<file path="src/mip_pkg.sv">
`default_nettype none
package mip_pkg;

   localparam int MAX_LEN_DEF = 512;
   localparam int QUEUE_DEPTH = 4;
   localparam int INS_W = 9;
   localparam logic [INS_W-1:0] INS_MAX = 9'd511;

   typedef struct packed {
      logic [7:0] ch;
      logic       last;
   } req_word_type;

   typedef struct packed {
      logic [INS_W-1:0] insertions;
      logic             too_long;
   } rsp_word_type;

   typedef struct packed {
      logic full;
      logic empty;
   } q_status_type;

   typedef struct packed {
      logic sweeping;
      logic pop;
      logic pop_last;
   } bk_status_type;

   typedef enum logic [1:0] {
      BK_IDLE,
      BK_SWEEP,
      BK_DRAIN
   } bk_state_type;

endpackage
`default_nettype wire

</file>
<file path="src/mip_front.sv">
`default_nettype none
module mip_front
   import mip_pkg::*;
#(
   parameter int MAX_LEN = MAX_LEN_DEF,
   parameter int ENT_W = 8 + $clog2(MAX_LEN) + $clog2(MAX_LEN + 1) + 3
) (
   input  wire logic               clock,
   input  wire logic               reset,
   input  wire logic               accept,
   input  wire req_word_type       word,
   output logic [ENT_W-1:0]        entry
);

   localparam int AW = $clog2(MAX_LEN);
   localparam int LW = $clog2(MAX_LEN + 1);

   typedef struct packed {
      logic [7:0]    ch;
      logic [AW-1:0] addr;
      logic [LW-1:0] len;
      logic          keep;
      logic          last;
      logic          too_long;
   } entry_type;

   logic [LW-1:0] count_ff, count_in;
   logic          ovf_ff, ovf_in;
   logic          keep;
   logic [LW-1:0] next_count;
   entry_type     ent;

   always_comb begin
      keep = count_ff < LW'(MAX_LEN);
      next_count = keep ? count_ff + LW'(1) : count_ff;
      ent.ch = word.ch;
      ent.addr = count_ff[AW-1:0];
      ent.len = next_count;
      ent.keep = keep;
      ent.last = word.last;
      ent.too_long = ovf_ff | ~keep;
      count_in = count_ff;
      ovf_in = ovf_ff;
      if (accept) begin
         if (word.last) begin
            count_in = '0;
            ovf_in = 1'b0;
         end else begin
            count_in = next_count;
            ovf_in = ovf_ff | ~keep;
         end
      end
   end

   assign entry = ent;

   always_ff @(posedge clock) begin
      if (reset) begin
         count_ff <= '0;
         ovf_ff <= 1'b0;
      end else begin
         count_ff <= count_in;
         ovf_ff <= ovf_in;
      end
   end

endmodule
`default_nettype wire

</file>
<file path="config.mk">
export PLATFORM = sky130hd
export DESIGN_NAME = mip_front
export DESIGN_NICKNAME = d
export VERILOG_FILES = /design/src/mip_pkg.sv /design/src/mip_front.sv
export SDC_FILE = /design/constraint.sdc
export NUM_CORES = 1
export LEC_CHECK = 0
export BUFFER_PORTS_ARGS = -buffer_cell sky130_fd_sc_hd__buf_2
export CORE_MARGIN = 2
export CORE_UTILIZATION = 47
export CTS_CLUSTER_DIAMETER = 40
export DETAILED_ROUTE_END_ITERATION = 8
export PLACE_DENSITY = 0.83
export SYNTH_ARGS = -nofsm -noshare
export SYNTH_HDL_FRONTEND = slang
export SYNTH_SLANG_ARGS = --single-unit
</file>
<file path="constraint.sdc">
create_clock -name clock -period 4.7 [get_ports clock]
set_input_delay 0.47 -clock clock [delete_from_list [all_inputs] [get_ports clock]]
set_output_delay 0.47 -clock clock [all_outputs]
set_load 0.02 [all_outputs]
</file>
* Word level (Yosys, flattened, before mapping)
Index checks and enable logic that the tools add are counted.
Word-level totals: register bits 11, bits of input ports 12, output and inout port bits 30, logic and storage cells 9
Cells by class: add/subtract/negate cells 1, magnitude comparators 1, multiplexer cells 3, bitwise gates (word level) 2
Operators with widths (count):
- $mux W10 | 2
- $add A10 B1 Y10 const B | 1
- $lt A10 B10 Y1 const B | 1
- $mux W1 | 1
- $not A1 Y1 | 1
- $or A1 B1 Y1 | 1

* Longest topological paths before layout
depth after elaboration 4, mapped depth 5, mapped depth without buffers 5

* Worst setup path after synthesis
No wires, ideal clock.
path type flip-flop to output port, from reg count_ff[0], to out entry[9], arrival 1348 ps, slack 2882 ps, stages on the path, launching flop included 5, path buffers 0, path through dfxtp_1 ha_1 and3b_2 nand4_2 xnor2_1
Between the ends: cells in the longest elaborated chain, start to end 2, elaborated cells on any way between the ends 3, classes of those cells add/sub (1); order compare (1); mux (1)
Ends and longest elaborated chain:
- start, declared | line mip_front.sv:27 | logic [LW-1:0] count_ff, count_in;
- start signal, assigned | line mip_front.sv:62 | count_ff <= count_in;
- $add A10 B1 Y10 / $lt A10 B10 Y1 (equally long branches) | line mip_front.sv:35, mip_front.sv:34
- $mux W10 * | line mip_front.sv:35 | next_count = keep ? count_ff + LW'(1) : count_ff;
- end, declared | line mip_front.sv:12 | output logic [ENT_W-1:0] entry
Mark *: on every way between the ends. The rest lies on a longest branch, timed or not.

* Worst setup path in the final report
Ends and elaborated chain as after synthesis.

==> out/qor_table.md <==
| Parameter | Value | Unit |
|---|---|---|
| Status | finished clean | - |
| End point of the most critical hold path | count_ff[7] | - |
| Max-capacitance violation count | 0 | - |
| Total number of vias | 698 | - |
| Initial DRC count | 24 | - |
| Kind of start point of the critical path | flip-flop | - |
| Drt drc | 0 | - |
| Post-synth ARST share | 0 | % |
| Synthesized-area fraction occupied by and/or/nand/nor cells | 23.4 | % |
| Setup TNS after final layout | 0 | ns |
| Final setup margin | 2.56 | ns |
| Port Buffer Count | 25 | - |
| Clock tree from TritonCTS | built | - |
| Initial antenna violation count | 0 | - |
| Post-synth cell types | 31 | - |
| Via count of the first global-routing pass | 583 | - |
| Largest delay contributor family on the critical path | flip-flops | - |
| First-pass GRT wire length | 2400 | um |
| Fraction of final layout cells with drive strength greater than 1 | 30.5 | % |
| Synthesized Nets | 113 | - |
| Mean Syn Cell Area | 8.06 | sq um |
| Portion of the post-synthesis area used by sequential elements | 27.3 | % |
| FF-to-FF setup slack | 3.05 | ns |
| Die height | 45.4 | um |
| Synth Register Bits | 11 | - |
| Number of fill cells | 154 | - |
| Post-cts repair resize count | 0 | - |
| Worst reg2reg path endpoint | count_ff[6] | - |
| Cell at the slowest stage of the critical path | sky130_fd_sc_hd__dfxtp_1 | - |
| Worst-Skew Late Latency | 0.27 | ns |
| Yosys warns | 0 | - |
| Pin count of the biggest net entering global routing | 13 | - |
| Mapped Cells | 100 | - |
| Crit path time final | 2.14 | ns |
| Die width | 45.4 | um |
| Finish-stage setup viols | 0 | - |
| Die Area | 0.00206 | sq mm |
| Root buffer cell | sky130_fd_sc_hd__clkbuf_4 | - |
| Final hold violation count | 0 | - |
| Ports | 42 | - |
| Routed Wire Length | 1600 | um |
| Number of nets in the finished design | 119 | - |
| Post-route clock period utilization | 45.5 | % |
| Clock sink count | 11 | - |
| Compound-cell area share of the yosys netlist | 15.5 | % |
| Largest fanout on the critical path | 8 | - |
| GRT Overall Usage | 16.4 | % |
| Number of buffers created by CTS | 3 | - |
| Worst-case clock buffer depth | 2 | - |
| Adder and majority gate portion of the synthesized area | 1.55 | % |
| Dominant combinational cell family by area after synthesis | simple AND/OR/NAND/NOR gates | - |
| Worst reg2reg path startpoint | count_ff[0] | - |
| Class of the worst hold path | in -> reg | - |
| Number of setup buffers added after CTS | 0 | - |
| Flip-flop cell with the highest count after synthesis | sky130_fd_sc_hd__dfxtp_1 | - |
| Maximum clock frequency | 0.467 | GHz |
| Worst slew pin tran | 0.312 | ns |
| Most common cell after layout, fill and taps aside | sky130_fd_sc_hd__buf_2 | - |
| GP Congestion | 0.786 | - |
| TritonRoute pass-1 iters | 4 | - |
| Routed WL per cell | 13.2 | um |
| Worst Min Path Start | reset | - |
| Average via count per standard cell | 5.77 | - |
| Depth of the worst register-to-register path | 5 | - |
| Worst setup path class | reg -> out | - |
| Power per standard cell area | 223 | mW/mm^2 |
| Rel. slew slack | 79.2 | % |
| Leakage power figure | 0.000356 | uW |
| Highest-count cells in the layout ignoring fill and taps | 25 x sky130_fd_sc_hd__buf_2, 11 x sky130_fd_sc_hd__dfxtp_1, 8 x sky130_fd_sc_hd__xnor2_1, 8 x sky130_fd_sc_hd__a21oi_1, 6 x sky130_fd_sc_hd__nand2_1 | - |
| Data required time of the worst path | 4.23 | ns |
| Post-DP HPWL | 1130 | um |
| Worst setup skew after layout | 0.00308 | ns |
| Crit. Startpoint | count_ff[0] | - |
| Area growth from synthesis to layout | 0.155 | % |
| Depth of the CTS H-tree | 1 | - |
| Initial core utilization | 51.7 | % |
| Number of nets with antenna violations after routing | 0 | - |
| Category of the worst setup path capture point | output port | - |
| Count of flip-flops with a built-in enable after synthesis | 0 | - |
| Largest stage delay on the critical path | 0.46 | ns |
| Floorplan core area | 0.00156 | sq mm |
| Worst VDD drop | 0.129 | mV |
| Multiplexer share of the synthesized area | 1.40 | % |
| Worst-path clk slew | 0.08 | ns |
| Site Rows | 14 | - |
| Post-Synthesis Cell Area | 806 | sq um |
| Worst-case setup slack after placement | 2.87 | ns |
| Crit path buf inv count | 1 | - |
| Max-slew violation count | 0 | - |
| Unrepaired setup endpoints after global routing | no | - |
| Xor and xnor area share after synthesis | 8.70 | % |
| Critical-path cell list | ha_1 -> and3b_2 -> nand4_2 -> xnor2_1 -> buf_2 | - |
| Arrival @ worst endpoint | 1.67 | ns |
| GRT overflow | 0 | - |
| Worst hold path depth | 2 | - |
| Cts-stage hold buffer count | 0 | - |
| Diodes inserted | 0 | - |
## cells by family (layout without fill, tap and decap cells)
| kind of cell | Yosys count | in the layout |
|---|---|---|
| buf+inv | 26 | 31 |
| xor+xnor | 8 | 8 |
| fa+ha+maj | 1 | 1 |
| simple gates | 32 | 32 |
| flops | 11 | 11 |
| compound gates | 21 | 21 |
| mux | 1 | 1 |
## layer usage
metal  vias to the layer above  GRT usage, %  share of wire (%)
met3                         2          3.97                4.1
met2                        22          25.1                 49
met4                         0          14.7                1.4
met1                       330          18.8                 45
met5                         -             0                  0
li1                        344             -                  -
## registers in the layout, summed over array words and instances, names as in the netlist
| signal | flops |
|---|---|
| ovf_ff | 1 |
| count_ff | 10 |
## worst max path at each step
stage                           to  slack, ns  cells after the start
after floorplan           entry[9]       2.88                      4
after global placement    entry[9]       2.90                      5
after detailed placement  entry[9]       2.87                      5
after CTS                 entry[9]       2.56                      5
after global routing      entry[9]       2.44                      5
final                     entry[9]       2.56                      5
## metrics by stage
step	power (uW)	hold slack, ns	std cells	utilization (%)	cell area [sq um]
detailed placement	114	0.507	117	50.1	781
global placement	113	0.494	117	50.1	781
CTS	181	0.493	121	51.8	807
global route	185	0.514	121	51.8	807
floorplan	120	0.480	100	-	806
finish	180	0.507	121	51.8	807
## power breakdown
group / leakage, uW / switching, uW / internal, uW
Clock: 0.0000150 / 35.7 / 32.9
Combinational: 0.000253 / 11.2 / 5.26
Sequential: 0.0000888 / 1.30 / 93.8
## final cells by class
type	count	area, sq um	area share [%]
clock buffers	4	26.3	3.26
inverters	2	7.51	0.930
multi-input cells	63	408	50.5
flip-flops and latches	11	220	27.3
well taps	16	20.0	2.48
repair buffers	25	125	15.5
## synthesized netlist by cell type (2+ instances only)
master / count / area, sq um
sky130_fd_sc_hd__nor2_1: 5 / 18.8
sky130_fd_sc_hd__dfxtp_1: 11 / 220
sky130_fd_sc_hd__a21oi_1: 8 / 40.0
sky130_fd_sc_hd__nand2_1: 6 / 22.5
sky130_fd_sc_hd__clkbuf_1: 3 / 11.3
sky130_fd_sc_hd__a31oi_1: 2 / 12.5
sky130_fd_sc_hd__inv_1: 2 / 7.51
sky130_fd_sc_hd__nand2b_1: 2 / 12.5
sky130_fd_sc_hd__xnor2_1: 8 / 70.1
sky130_fd_sc_hd__or3_1: 5 / 31.3
sky130_fd_sc_hd__buf_4: 19 / 143
sky130_fd_sc_hd__nand3_1: 4 / 20.0
sky130_fd_sc_hd__o21ai_0: 5 / 25.0
sky130_fd_sc_hd__and4_1: 2 / 17.5
sky130_fd_sc_hd__a22oi_1: 2 / 15.0
## worst register-to-register path, stage by stage (launching register included)
cell,delay [ns]
sky130_fd_sc_hd__dfxtp_1,0.46
sky130_fd_sc_hd__ha_1,0.20
sky130_fd_sc_hd__and3b_2,0.25
sky130_fd_sc_hd__nand4_2,0.15
sky130_fd_sc_hd__or3_1,0.37
sky130_fd_sc_hd__a31oi_1,0.15
No activity file was read; power rests on OpenSTA's default activity.
