===== src/mip_pkg.sv =====
`default_nettype none
package mip_pkg;

   localparam int MAX_LEN_DEF = 512;
   localparam int QUEUE_DEPTH = 4;
   localparam int INS_W = 9;
   localparam logic [INS_W-1:0] INS_MAX = 9'd511;

   typedef struct packed {
      logic [7:0] ch;
      logic       last;
   } req_word_type;

   typedef struct packed {
      logic [INS_W-1:0] insertions;
      logic             too_long;
   } rsp_word_type;

   typedef struct packed {
      logic full;
      logic empty;
   } q_status_type;

   typedef struct packed {
      logic sweeping;
      logic pop;
      logic pop_last;
   } bk_status_type;

   typedef enum logic [1:0] {
      BK_IDLE,
      BK_SWEEP,
      BK_DRAIN
   } bk_state_type;

endpackage
`default_nettype wire


===== src/mip_queue.sv =====
`default_nettype none
module mip_queue
   import mip_pkg::*;
#(
   parameter int WIDTH = 8
) (
   input  wire logic             clock,
   input  wire logic             reset,
   input  wire logic             push,
   input  wire logic [WIDTH-1:0] push_data,
   input  wire logic             pop,
   output logic [WIDTH-1:0]      pop_data,
   output q_status_type          status
);

   localparam int PW = $clog2(QUEUE_DEPTH);
   localparam int CW = PW + 1;

   logic [WIDTH-1:0] slot_ff [QUEUE_DEPTH];
   logic [PW-1:0]    wr_ptr_ff, wr_ptr_in;
   logic [PW-1:0]    rd_ptr_ff, rd_ptr_in;
   logic [CW-1:0]    count_ff, count_in;

   always_comb begin
      wr_ptr_in = push ? wr_ptr_ff + PW'(1) : wr_ptr_ff;
      rd_ptr_in = pop ? rd_ptr_ff + PW'(1) : rd_ptr_ff;
      count_in = count_ff + CW'(push) - CW'(pop);
   end

   assign status.full = count_ff == CW'(QUEUE_DEPTH);
   assign status.empty = count_ff == '0;
   assign pop_data = slot_ff[rd_ptr_ff];

   always_ff @(posedge clock) begin
      if (push) begin
         slot_ff[wr_ptr_ff] <= push_data;
      end
   end

   always_ff @(posedge clock) begin
      if (reset) begin
         wr_ptr_ff <= '0;
         rd_ptr_ff <= '0;
         count_ff <= '0;
      end else begin
         wr_ptr_ff <= wr_ptr_in;
         rd_ptr_ff <= rd_ptr_in;
         count_ff <= count_in;
      end
   end

endmodule
`default_nettype wire


===== config.mk =====
export PLATFORM = sky130hd
export DESIGN_NAME = mip_queue
export DESIGN_NICKNAME = d
export VERILOG_FILES = /design/src/mip_pkg.sv /design/src/mip_queue.sv
export SDC_FILE = /design/constraint.sdc
export NUM_CORES = 1
export LEC_CHECK = 0
export BUFFER_PORTS_ARGS = -buffer_cell sky130_fd_sc_hd__buf_2
export CORE_AREA = 10 10 68 70
export DETAILED_ROUTE_END_ITERATION = 12
export DIE_AREA = 0 0 78 80
export PLACE_DENSITY_LB_ADDON = 0.12
export SYNTH_ARGS = -nofsm -noshare
export SYNTH_HDL_FRONTEND = slang
export SYNTH_SLANG_ARGS = --single-unit

===== constraint.sdc =====
create_clock -name clock -period 3.5 [get_ports clock]
set_clock_uncertainty 0.1 [all_clocks]
set_input_delay 0.175 -clock clock [delete_from_list [all_inputs] [get_ports clock]]
set_output_delay 0.175 -clock clock [all_outputs]
set_load 0.005 [all_outputs]

After elaboration in Yosys (flattened, before gate mapping)
Memory sizes are Yosys's and may differ from the RTL's. A register that Yosys moved wholly into a read port is not among the register bits.
Index checks and enable logic that the tools add are counted.
- register bits: 7
- bits in latches: 0
- memory bits (writable): 32
- bits in read-only memories: 0
- bits of input ports: 12
- output and inout port bits: 10
- logic and storage cells: 14
- memories kept: 1
- add/subtract/negate cells: 4
- $mul: 0
- divide/modulo/power cells: 0
- $lt $le $gt $ge: 0
- equal/unequal tests: 1
- shift-type cells: 0
- multiplexer cells: 4
- bitwise gates (word level): 0
- reduce and logical (&&, ||, !) cells: 1
- memories (memory ; depth ; bits a word ; rd ports ; clocked after Yosys merged registers in ; write ports ; line ; text):
    slot_ff ; 4 ; 8 ; 1 ; 1 ; 1 ; mip_queue.sv:19 ; logic [WIDTH-1:0] slot_ff [QUEUE_DEPTH];
- operators with widths (operator ; number):
    2-bit by 1-bit adder with 2-bit output, second input constant ; 2
    2-bit two-way mux ; 2
    3-bit by 1-bit adder with 3-bit output ; 1
    3-bit equality test, second input constant ; 1
    3-bit zero test ; 1
    3-bit by 1-bit subtractor with 3-bit output ; 1
    1-bit two-way mux ; 2

Depth between registers and ports, before layout
Gate-level depths: netlist of run 1.
- word-level depth: 3
- depth in mapped cells: 7
- mapped depth without buffers: 7

Worst setup path before layout of run 1
Ideal clock, no wire load.
- path kind: reg2reg
- start point: register count_ff[0]
- end point: register count_ff[2]
- setup time: 110 ps
- data arrival time: 1554 ps
- data required time: 3290 ps
- setup slack: 1736 ps
- cell stages (with the launch flop): 8
- path buffers: 0
- clock period less this slack: 1764 ps
- cell sequence: dfxtp_1 -> inv_1 -> ha_1 -> inv_1 -> ha_1 -> fa_1 -> xor3_1 -> nor2_1
- cells in the longest elaborated chain, start to end: 2
- RTL lines (element ; line ; text):
    from (decl) ; mip_queue.sv:22 ; logic [CW-1:0] count_ff, count_in;
    from (signal assigned) ; mip_queue.sv:48 ; count_ff <= count_in;
    3-bit by 1-bit adder with 3-bit output ; mip_queue.sv:27 ; count_in = count_ff + CW'(push) - CW'(pop);
    3-bit by 1-bit subtractor with 3-bit output ; mip_queue.sv:27 ;
Every way passes these cells.
A chain may end at the register's enable or synchronous reset.

==> metrics.txt, run 1 <==
status finished clean; fmax 485.8 MHz; Final period util 58.81%; CTS max path bufs 2; DRC 0; vias in the first global route 871; post-layout min period 2058 ps; slowest stage delay, CP 700 ps; Initial Utilization 48.61%; Tot Pwr 1.023 mW; grt ovf 0; cell breakdown of the critical path mux4_2, buf_2; GRT Util Overall 9.516%; syn avg cell area 19.01 µm²; Synthesized Nets 103; fraction of layout cells with a size suffix above 1 30.00%; Area contributors post-synth edfxtp_1 (60%), dfxtp_1 (11%), mux4_2 (11%); crit-path max FO 8; worst path bufs/invs 1; CORE AREA 3284 µm²; most frequent cells in the layout edfxtp_1 (32), buf_2 (21), dfxtp_1 (9), dlygate4sd3_1 (9), mux4_2 (8); Row Count 21; DR vias/cell 4.747; number of nets with antenna violations after routing 0; max-cap viol count 0; Critical-path top delay cell dfxtp_1; Hold WC Path Type primary input to flip-flop; max_slew headroom 61.66%; drt wl/cell 16.64 µm; CTS Sinks 41; Yosys reg bits 41; vias 788; Worst VDD drop 0.3257 mV; nets 138; DPL Wire Length 1.849 mm; drt total wl 2.762 mm; crit path DAT 1780 ps; Final Hold Fails 0; first-pass GRT wire length 4.409 mm; # fillers 249; most common cell after layout, fill and taps aside edfxtp_1; area leader, netlist edfxtp_1; Final setup viols 0; initial antenna violation count 0; 1st-pass router iterations 4; static leakage 0.7057 nW; ANT cells 0; TNS Setup 0 ps; Yosys top cell area share 60.19%; Critical Path Start Type flip-flop; fin. max-slew vios 0; delay-heaviest family, CP flip-flops; Min Hold Slack 52.45 ps; Cell Area, Synth 1597 µm²; Worst Max-Slew Pin Slew 574.3 ps; Root Buffer clkbuf_4; Worst Setup End Kind primary output; io pins 22; PortBufs 21; Synth Instances 84; area grow syn2layout 19.51%; sequential area share after synthesis 71.47%; H-tree levels 2; TritonCTS buffer count 5; Die W 78 µm; total die area 6240 µm²; YS warnings 0; die height 80 µm; Critical Path RT 3220 ps; pin count of the biggest net entering global routing 13; drt initial violations 75; final worst slack 1442 ps; GPL Wtd Cong 0.6917; Top FF cell, synth edfxtp_1; clock slew at reported path FFs 110 ps; ys async rst share 0%; Post-synth EDFFs 32; Yosys cell types 19; RSZ-0062 raised after global routing false; kind of critical path flip-flop to primary output; Worst-Skew Late Latency 350 ps; CTS tree built; P per Cell Area 536.0 nW/µm²; pre-CTS setup slack 1622 ps
[flip-flops by register name, summed over array words and instances, names as in the netlist, named ones only]
name and count:
slot_ff 32, rd_ptr_ff 2, count_ff 3, wr_ptr_ff 2
[report_power, final]
group          internal [mW]  switching, mW
sequential             0.559         0.0242
combinational         0.0847         0.0586
clock                  0.149          0.148
total                  0.792          0.231
[Yosys cell counts (2+ instances only)]
library cell / n
xnor2_1: 2
inv_1: 6
nor2b_1: 2
nor2_1: 5
and2_1: 4
dfxtp_1: 9
mux4_2: 8
ha_1: 6
edfxtp_1: 32
[worst register-to-register path: stages (launching register included)]
cell and delay [ps]:
dfxtp_1 350, inv_1 60, ha_1 270, inv_1 40
ha_1 190, fa_1 360, xor3_1 390, nor2_1 40
[cells by family (layout without fill, tap and decap cells)]
family	count (synthesis)	count (layout)	synth area share, %
xor gates and xnor gates	3	3	2.586
and+or+nand+nor	14	14	4.702
DFF	41	41	71.47
AOI/OAI and AO/OA	2	2	0.9402
muxes	9	9	11.91
buffers and inverters	8	44	2.429
adders and majority gates	7	7	5.956
[cell type report]
cell class / instances / area (µm²) / area share, %
clock buffers: 6 / 41.29 / 2.164
clock inverters: 2 / 33.78 / 1.770
inverters: 6 / 22.52 / 1.180
multi-input cells: 35 / 416.7 / 21.84
flip-flops and latches: 41 / 1141 / 59.80
well taps: 46 / 57.56 / 3.016
repair buffers: 30 / 195.2 / 10.23
[final timing paths]
| check | end | cells past startpoint | startpoint | slack (ps) |
|---|---|---|---|---|
| worst max-delay path | pop_data[6] | 2 | flip-flop | 1440 |
| worst min-delay path | rd_ptr_ff[1] | 3 | pop | 50 |
| worst max register to register | count_ff[2] | 7 | count_ff[0] | 1620 |
| worst min register to register | rd_ptr_ff[1] | 2 | rd_ptr_ff[1] | 460 |
[through the flow]
step | std cells | utilization, % | area, µm²
5_1_grt | 166 | 58.10 | 1908
4_1_cts | 166 | 58.10 | 1908
3_3_place_gp | 149 | 53.07 | 1743
2_1_floorplan | 84 | - | 1597
6_report | 166 | 58.10 | 1908
3_5_place_dp | 149 | 53.07 | 1743
[repair_timing]
action / in CTS / in global routing
hold endpoints to repair: 39 / 0
setup buffers: 0 / 0
setup endpoints to repair: 0 / 0
hold buffers: 9 / 0
gates resized for setup: 0 / 0
[layer usage]
metal  vias to the layer above  part of all wire (%)  track usage [%]
li1                        383                     -                -
met1                       379                    44            10.80
met2                        22                    48            15.17
met3                         4                   6.7            4.505
met4                         0                   1.2            3.943
met5                         -                     0                0
Power figures use the tool's default switching activity.
==> run 2: changes to the inputs <==
Settings changed: ABC_AREA from default to 1, CORE_AREA 10 10 68 70 to 10 10 70 72, DIE_AREA 0 0 78 80 to 0 0 80 82.
Clock period 3.5 ns to 1.8 ns, I/O delays scaled along.
==> run 2 against run 1 <==
Count of clock-buffer cells in the layout shrank 1. Flip-flop and latch count is the same. Critical path type is now primary input to flip-flop. Cell area increased by 5.0%. Power rose by 75%. Die area up 5.1%. Synthesized area is 7.8% higher. Core utilization shrank 2.1 points. Worst hold slack improved by 320 ps. First-iteration DRC count fell by 64%.
==> metrics.txt, run 2 <==
# fillers 331; Area contributors post-synth edfxtp_1 (56%), dfxtp_1 (10%), inv_1 (7.2%); max_slew headroom 73.26%; Post-synth EDFFs 32; simple logic cell fraction of the synthesized area 6.686%; reg-to-reg slack, setup 90 ps; Cell Area, Synth 1722 µm²; Yosys cell types 16; CTS tree built; Finished Layout Cells 234; Synth Area in Compound Gates 11.26%; GPL Wtd Cong 0.6458; pin count of the biggest net entering global routing 33; crit-path max FO 5; Worst Setup End Kind flip-flop; TritonCTS buffer count 5; Worst Max-Slew Pin Slew 400.6 ps; hold depth 2; most common cell after layout, fill and taps aside inv_1; Worst-Skew Late Latency 330 ps; Final setup viols 0; post-synthesis mux area share 0%; vias in the first global route 1071; fmax 573.3 MHz; Hold WC Path Type flip-flop to flip-flop; DPL Wire Length 2.064 mm; syn avg cell area 11.48 µm²; ANT cells 0; post-layout min period 1744 ps; crit path DAT 1880 ps; XOR/XNOR share of the synthesized area 0%; drt wl/cell 12.68 µm; Worst VDD drop 0.3920 mV; r2r worst-path depth 9; CORE AREA 3578 µm²; clock slew at reported path FFs 110 ps; Synth Instances 150; TNS Setup 0 ps; Worst Min Path Start rd_ptr_ff[1]; initial antenna violation count 0; YS warnings 0; nets 204; ys async rst share 0%; kind of critical path primary input to flip-flop; largest family of logic cells by synthesized area compound AO/OA/AOI/OAI gates; grt ovf 0; die height 82 µm; CTS Sinks 41; largest registers slot_ff x32, count_ff x3; drt initial violations 27; GRT Util Overall 9.982%; sequential area share after synthesis 66.28%; most frequent cells in the layout inv_1 (33), edfxtp_1 (32), nand2_1 (24); RR Startpoint count_ff[0]; area grow syn2layout 16.35%; Critical Path Start Type primary input; P per Cell Area 894.3 nW/µm²; count leader, synth inv_1; Critical Path RT 1940 ps; first-pass GRT wire length 4.954 mm; Row Count 22; number of cells in the design after placement 215; CTS max path bufs 2; static leakage 0.8653 nW; Top FF cell, synth edfxtp_1; status finished clean; H-tree levels 2; total die area 6560 µm²; RSZ-0062 raised after global routing false; FF-to-FF End count_ff[2]; largest reg by FF count slot_ff; Initial Utilization 48.11%; area leader, netlist edfxtp_1; DRC 0; Final period util 96.90%; drt total wl 2.967 mm; vias 1070; number of nets with antenna violations after routing 0; Yosys top cell area share 55.81%; Die W 80 µm; max-cap viol count 0; Adder-Cell Fraction of Synth Area 5.523%; Final Hold Fails 0; io pins 22; Synthesized Nets 169; DR vias/cell 4.573; PortBufs 21; max reg flops 32; fin. max-slew vios 0; 1st-pass router iterations 4; fraction of layout cells with a size suffix above 1 16.13%; Post-synth top cells inv_1 (33), edfxtp_1 (32), nand2_1 (24); Yosys reg bits 41; Root Buffer clkbuf_4
==> run 2: layout make-up <==
cell class	instances	area [µm²]	share of cell area, %
Clock buffer	5	37.54	1.874
Clock inverter	3	12.51	0.6246
Inverter	33	123.9	6.184
Multi-Input combinational cell	71	404.1	20.17
Sequential cell	41	1142	57.03
Tap cell	48	60.06	2.998
Timing Repair Buffer	33	222.7	11.12
==> run 2: worst max path at each step <==
stage	start	end	cells past startpoint
final	pop	count_ff[2]	10
after global routing	count_ff[0]	count_ff[2]	9
after CTS	pop	count_ff[2]	10
after detailed placement	count_ff[0]	count_ff[2]	9
after global placement	count_ff[0]	count_ff[2]	9
after floorplan	count_ff[0]	count_ff[2]	9
==> run 2: stage by stage <==
| step | power, mW | utilization, % | setup WS (ps) | cell area (µm²) | hold WS (ps) |
|---|---|---|---|---|---|
| detailed placement | 1.388 | 51.47 | 96.74 | 1842 | 191.0 |
| global route | 1.901 | 55.98 | 3.653 | 2003 | 357.1 |
| CTS | 1.818 | 55.94 | 62.43 | 2002 | 356.3 |
| global placement | 1.370 | 51.47 | 172.7 | 1842 | 185.5 |
| finish | 1.792 | 55.98 | 55.84 | 2003 | 370.5 |
| floorplan | 1.293 | - | 198.8 | 1722 | 61.22 |
==> run 2: repair_timing <==
action | 4_1_cts | 5_1_grt
buffers inserted | 0 | 0
resized for setup | 0 | 1
hold buffers | 11 | 0
setup endpoints to repair | 0 | 2
hold endpoints to repair | 41 | 0
==> run 2: report_power, final <==
part	switching, mW	internal, mW	total (mW)
clock network	0.272	0.141	0.413
registers	0.0296	1.08	1.11
logic	0.155	0.115	0.270
total	0.456	1.34	1.79
==> run 2: kinds of logic (layout without fill, tap and decap cells) <==
logic type,after synthesis,after routing
flip-flops,41,41
buffers and inverters,38,74
AO/OA/AOI/OAI,34,34
AND/OR/NAND/NOR,30,30
adder cells (fa/ha/maj),7,7
==> run 2: worst max-delay path, stage by stage <==
cell and delay, ps:
dlygate4sd3_1 530, buf_2 150, ha_1 280, inv_1 40
ha_1 180, fa_1 360, inv_1 80, nand3_1 80
nand2_1 70, nor2_1 40
==> run 2: routing by layer <==
| layer | GRT usage, % | share of wire (%) | vias to the layer above |
|---|---|---|---|
| li1 | - | - | 562 |
| met1 | 10.67 | 43 | 482 |
| met2 | 17.01 | 49 | 21 |
| met3 | 3.930 | 5.7 | 5 |
| met4 | 4.754 | 1.8 | 0 |
| met5 | 0 | 0 | - |
==> run 3: changes to the inputs <==
Settings changed: CELL_PAD_IN_SITES_DETAIL_PLACEMENT from default to 1, CELL_PAD_IN_SITES_GLOBAL_PLACEMENT from default to 1, CORE_AREA 10 10 70 72 to 2 2 69 71, DIE_AREA 0 0 80 82 to 0 0 71 73, PLACE_DENSITY from default to 0.8, PLACE_DENSITY_LB_ADDON 0.12 to default.
==> run 3 against run 2 <==
Power increased by 13%. Sequential share of layout area down 1.4 points. Clock power rose by 55%. Flip-flop and latch count unchanged. Maximum frequency grew 3.2%. Critical endpoint unchanged. Via count rose by 6.6%. Worst hold slack got worse by 340 ps. First-iteration DRC count up 37%.
==> metrics.txt, run 3 (synthesis gave the netlist of run 2 again) <==
vias in the first global route 1190; PortBufs 21; Final Hold Fails 0; final worst slack 109.9 ps; CTS Sinks 41; fraction of layout cells with a size suffix above 1 17.30%; Sequential Area 1142 µm²; Hold WC Path Type primary input to flip-flop; H-tree levels 2; post-layout min period 1690 ps; Tot Pwr 2.019 mW; clock slew at reported path FFs 80 ps; CTS tree built; DRC 0; Critical Path Start Type flip-flop; area grow syn2layout 19.19%; Root Buffer clkbuf_8; TritonCTS buffer count 5; fmax 591.7 MHz; drt initial violations 37; Worst VDD drop 0.4294 mV; internal cell power 1.540 mW; CORE AREA 4536 µm²; grt ovf 0; Final period util 93.90%; cell breakdown of the critical path inv_1, ha_1, inv_1, ha_1, fa_1, inv_1, nand3_1, nand2_1, nor2_1; Worst Setup End Kind flip-flop; most common cell after layout, fill and taps aside inv_1; first-pass GRT wire length 5.147 mm; drt wl/cell 12.91 µm; P per Cell Area 984.0 nW/µm²; 1st-pass router iterations 4; number of nets with antenna violations after routing 0; crit-path max FO 3; post-layout util 45.24%; drt total wl 3.085 mm; ANT cells 0; Comb pwr share 13.3%; io pins 22; DR vias/cell 4.774; largest registers slot_ff x32, count_ff x3; Initial Utilization 37.96%; Clock power frac 31.6%; sequential fraction of design power 55.0%; Multi-input gate area 404.1 µm²; pre-CTS setup slack 81.19 ps; vias 1141; fin. max-slew vios 0; nets 203; max_slew headroom 61.56%; Critical Path RT 1880 ps; total die area 5183 µm²; Worst Max-Slew Pin Slew 575.9 ps; largest reg by FF count slot_ff; Sw Pwr 0.4788 mW; initial antenna violation count 0; kind of critical path flip-flop to flip-flop; slowest stage delay, CP 370 ps; Worst-Skew Late Latency 290 ps; GPL Wtd Cong 0.6550; Die W 71 µm; RSZ-0062 raised after global routing false; pin count of the biggest net entering global routing 33; Final setup viols 0; most frequent cells in the layout inv_1 (33), edfxtp_1 (32), nand2_1 (24); CTS max path bufs 2; status finished clean; Critical-path top delay cell fa_1; GRT Util Overall 13.08%; DPL Wire Length 2.127 mm; max-cap viol count 0; switching portion of total power 23.72%; Row Count 25; die height 73 µm; # fillers 500; Most common cell on crit path inv_1; max reg flops 32; crit path DAT 1770 ps; static leakage 0.8851 nW; post-CTS repair timing setup buffer count 0; TNS Setup 0 ps
-- run 3: cell types whose count changed in the layout (fill, tap and decap cells not counted) --
cell | previous run | this run
clkbuf_4 | 5 | 0
clkinv_1 | 2 | 0
clkbuf_8 | 0 | 7
dlygate4sd3_1 | 11 | 10
-- run 3: critical path, delay by kind of cell (launching register included) --
family / cells / cell delay, ps
adder cells (fa/ha/maj): 3 / 810
buffers and inverters: 3 / 160
flip-flops: 1 / 340
AND/OR/NAND/NOR: 3 / 170
-- run 3: final timing paths --
| check | start | endpoint | slack [ps] | depth (start not counted) |
|---|---|---|---|---|
| worst max register to register | count_ff[0] | count_ff[2] | 110 | 9 |
| worst max-delay path | count_ff[0] | count_ff[2] | 110 | 9 |
| worst min-delay path | pop | rd_ptr_ff[1] | 30 | 3 |
| worst min register to register | rd_ptr_ff[1] | rd_ptr_ff[1] | 370 | 2 |
-- run 3: power groups by stage --
stage / Sequential [mW] / Combinational, mW / Clock [mW]
3_3_place_gp: 1.13 / 0.242 / 0
4_1_cts: 1.11 / 0.275 / 0.654
6_report: 1.11 / 0.269 / 0.639
5_1_grt: 1.12 / 0.317 / 0.689
2_1_floorplan: 1.12 / 0.173 / 0
3_5_place_dp: 1.13 / 0.257 / 0
-- run 3: layout make-up --
type | count | area share, %
repair buffers | 32 | 10.37
well taps | 54 | 3.293
clock buffers | 7 | 4.695
multi-input cells | 71 | 19.70
clock inverters | 1 | 0.2439
inverters | 33 | 6.037
flip-flops and latches | 41 | 55.67
-- run 3: metal layers --
metal,vias up,GRT usage [%],wire length (µm)
li1,558,-,-
met2,32,24.51,1684
met1,543,12.91,1205
met4,0,6.080,48
met3,8,4.558,146
met5,-,0,0
-- run 3: stage by stage --
stage	cell area, µm²	std cells	hold slack (ps)
after detailed placement	1849	221	192.4
after floorplan	1722	150	61.22
final	2052	239	29.37
after global placement	1849	221	185.1
after CTS	2051	239	21.99
after global routing	2052	239	60.15
-- run 3: repair_timing --
item	4_1_cts	5_1_grt
setup endpoints to repair	0	1
resized for setup	0	1
hold buffers	10	0
hold endpoints to repair	36	0
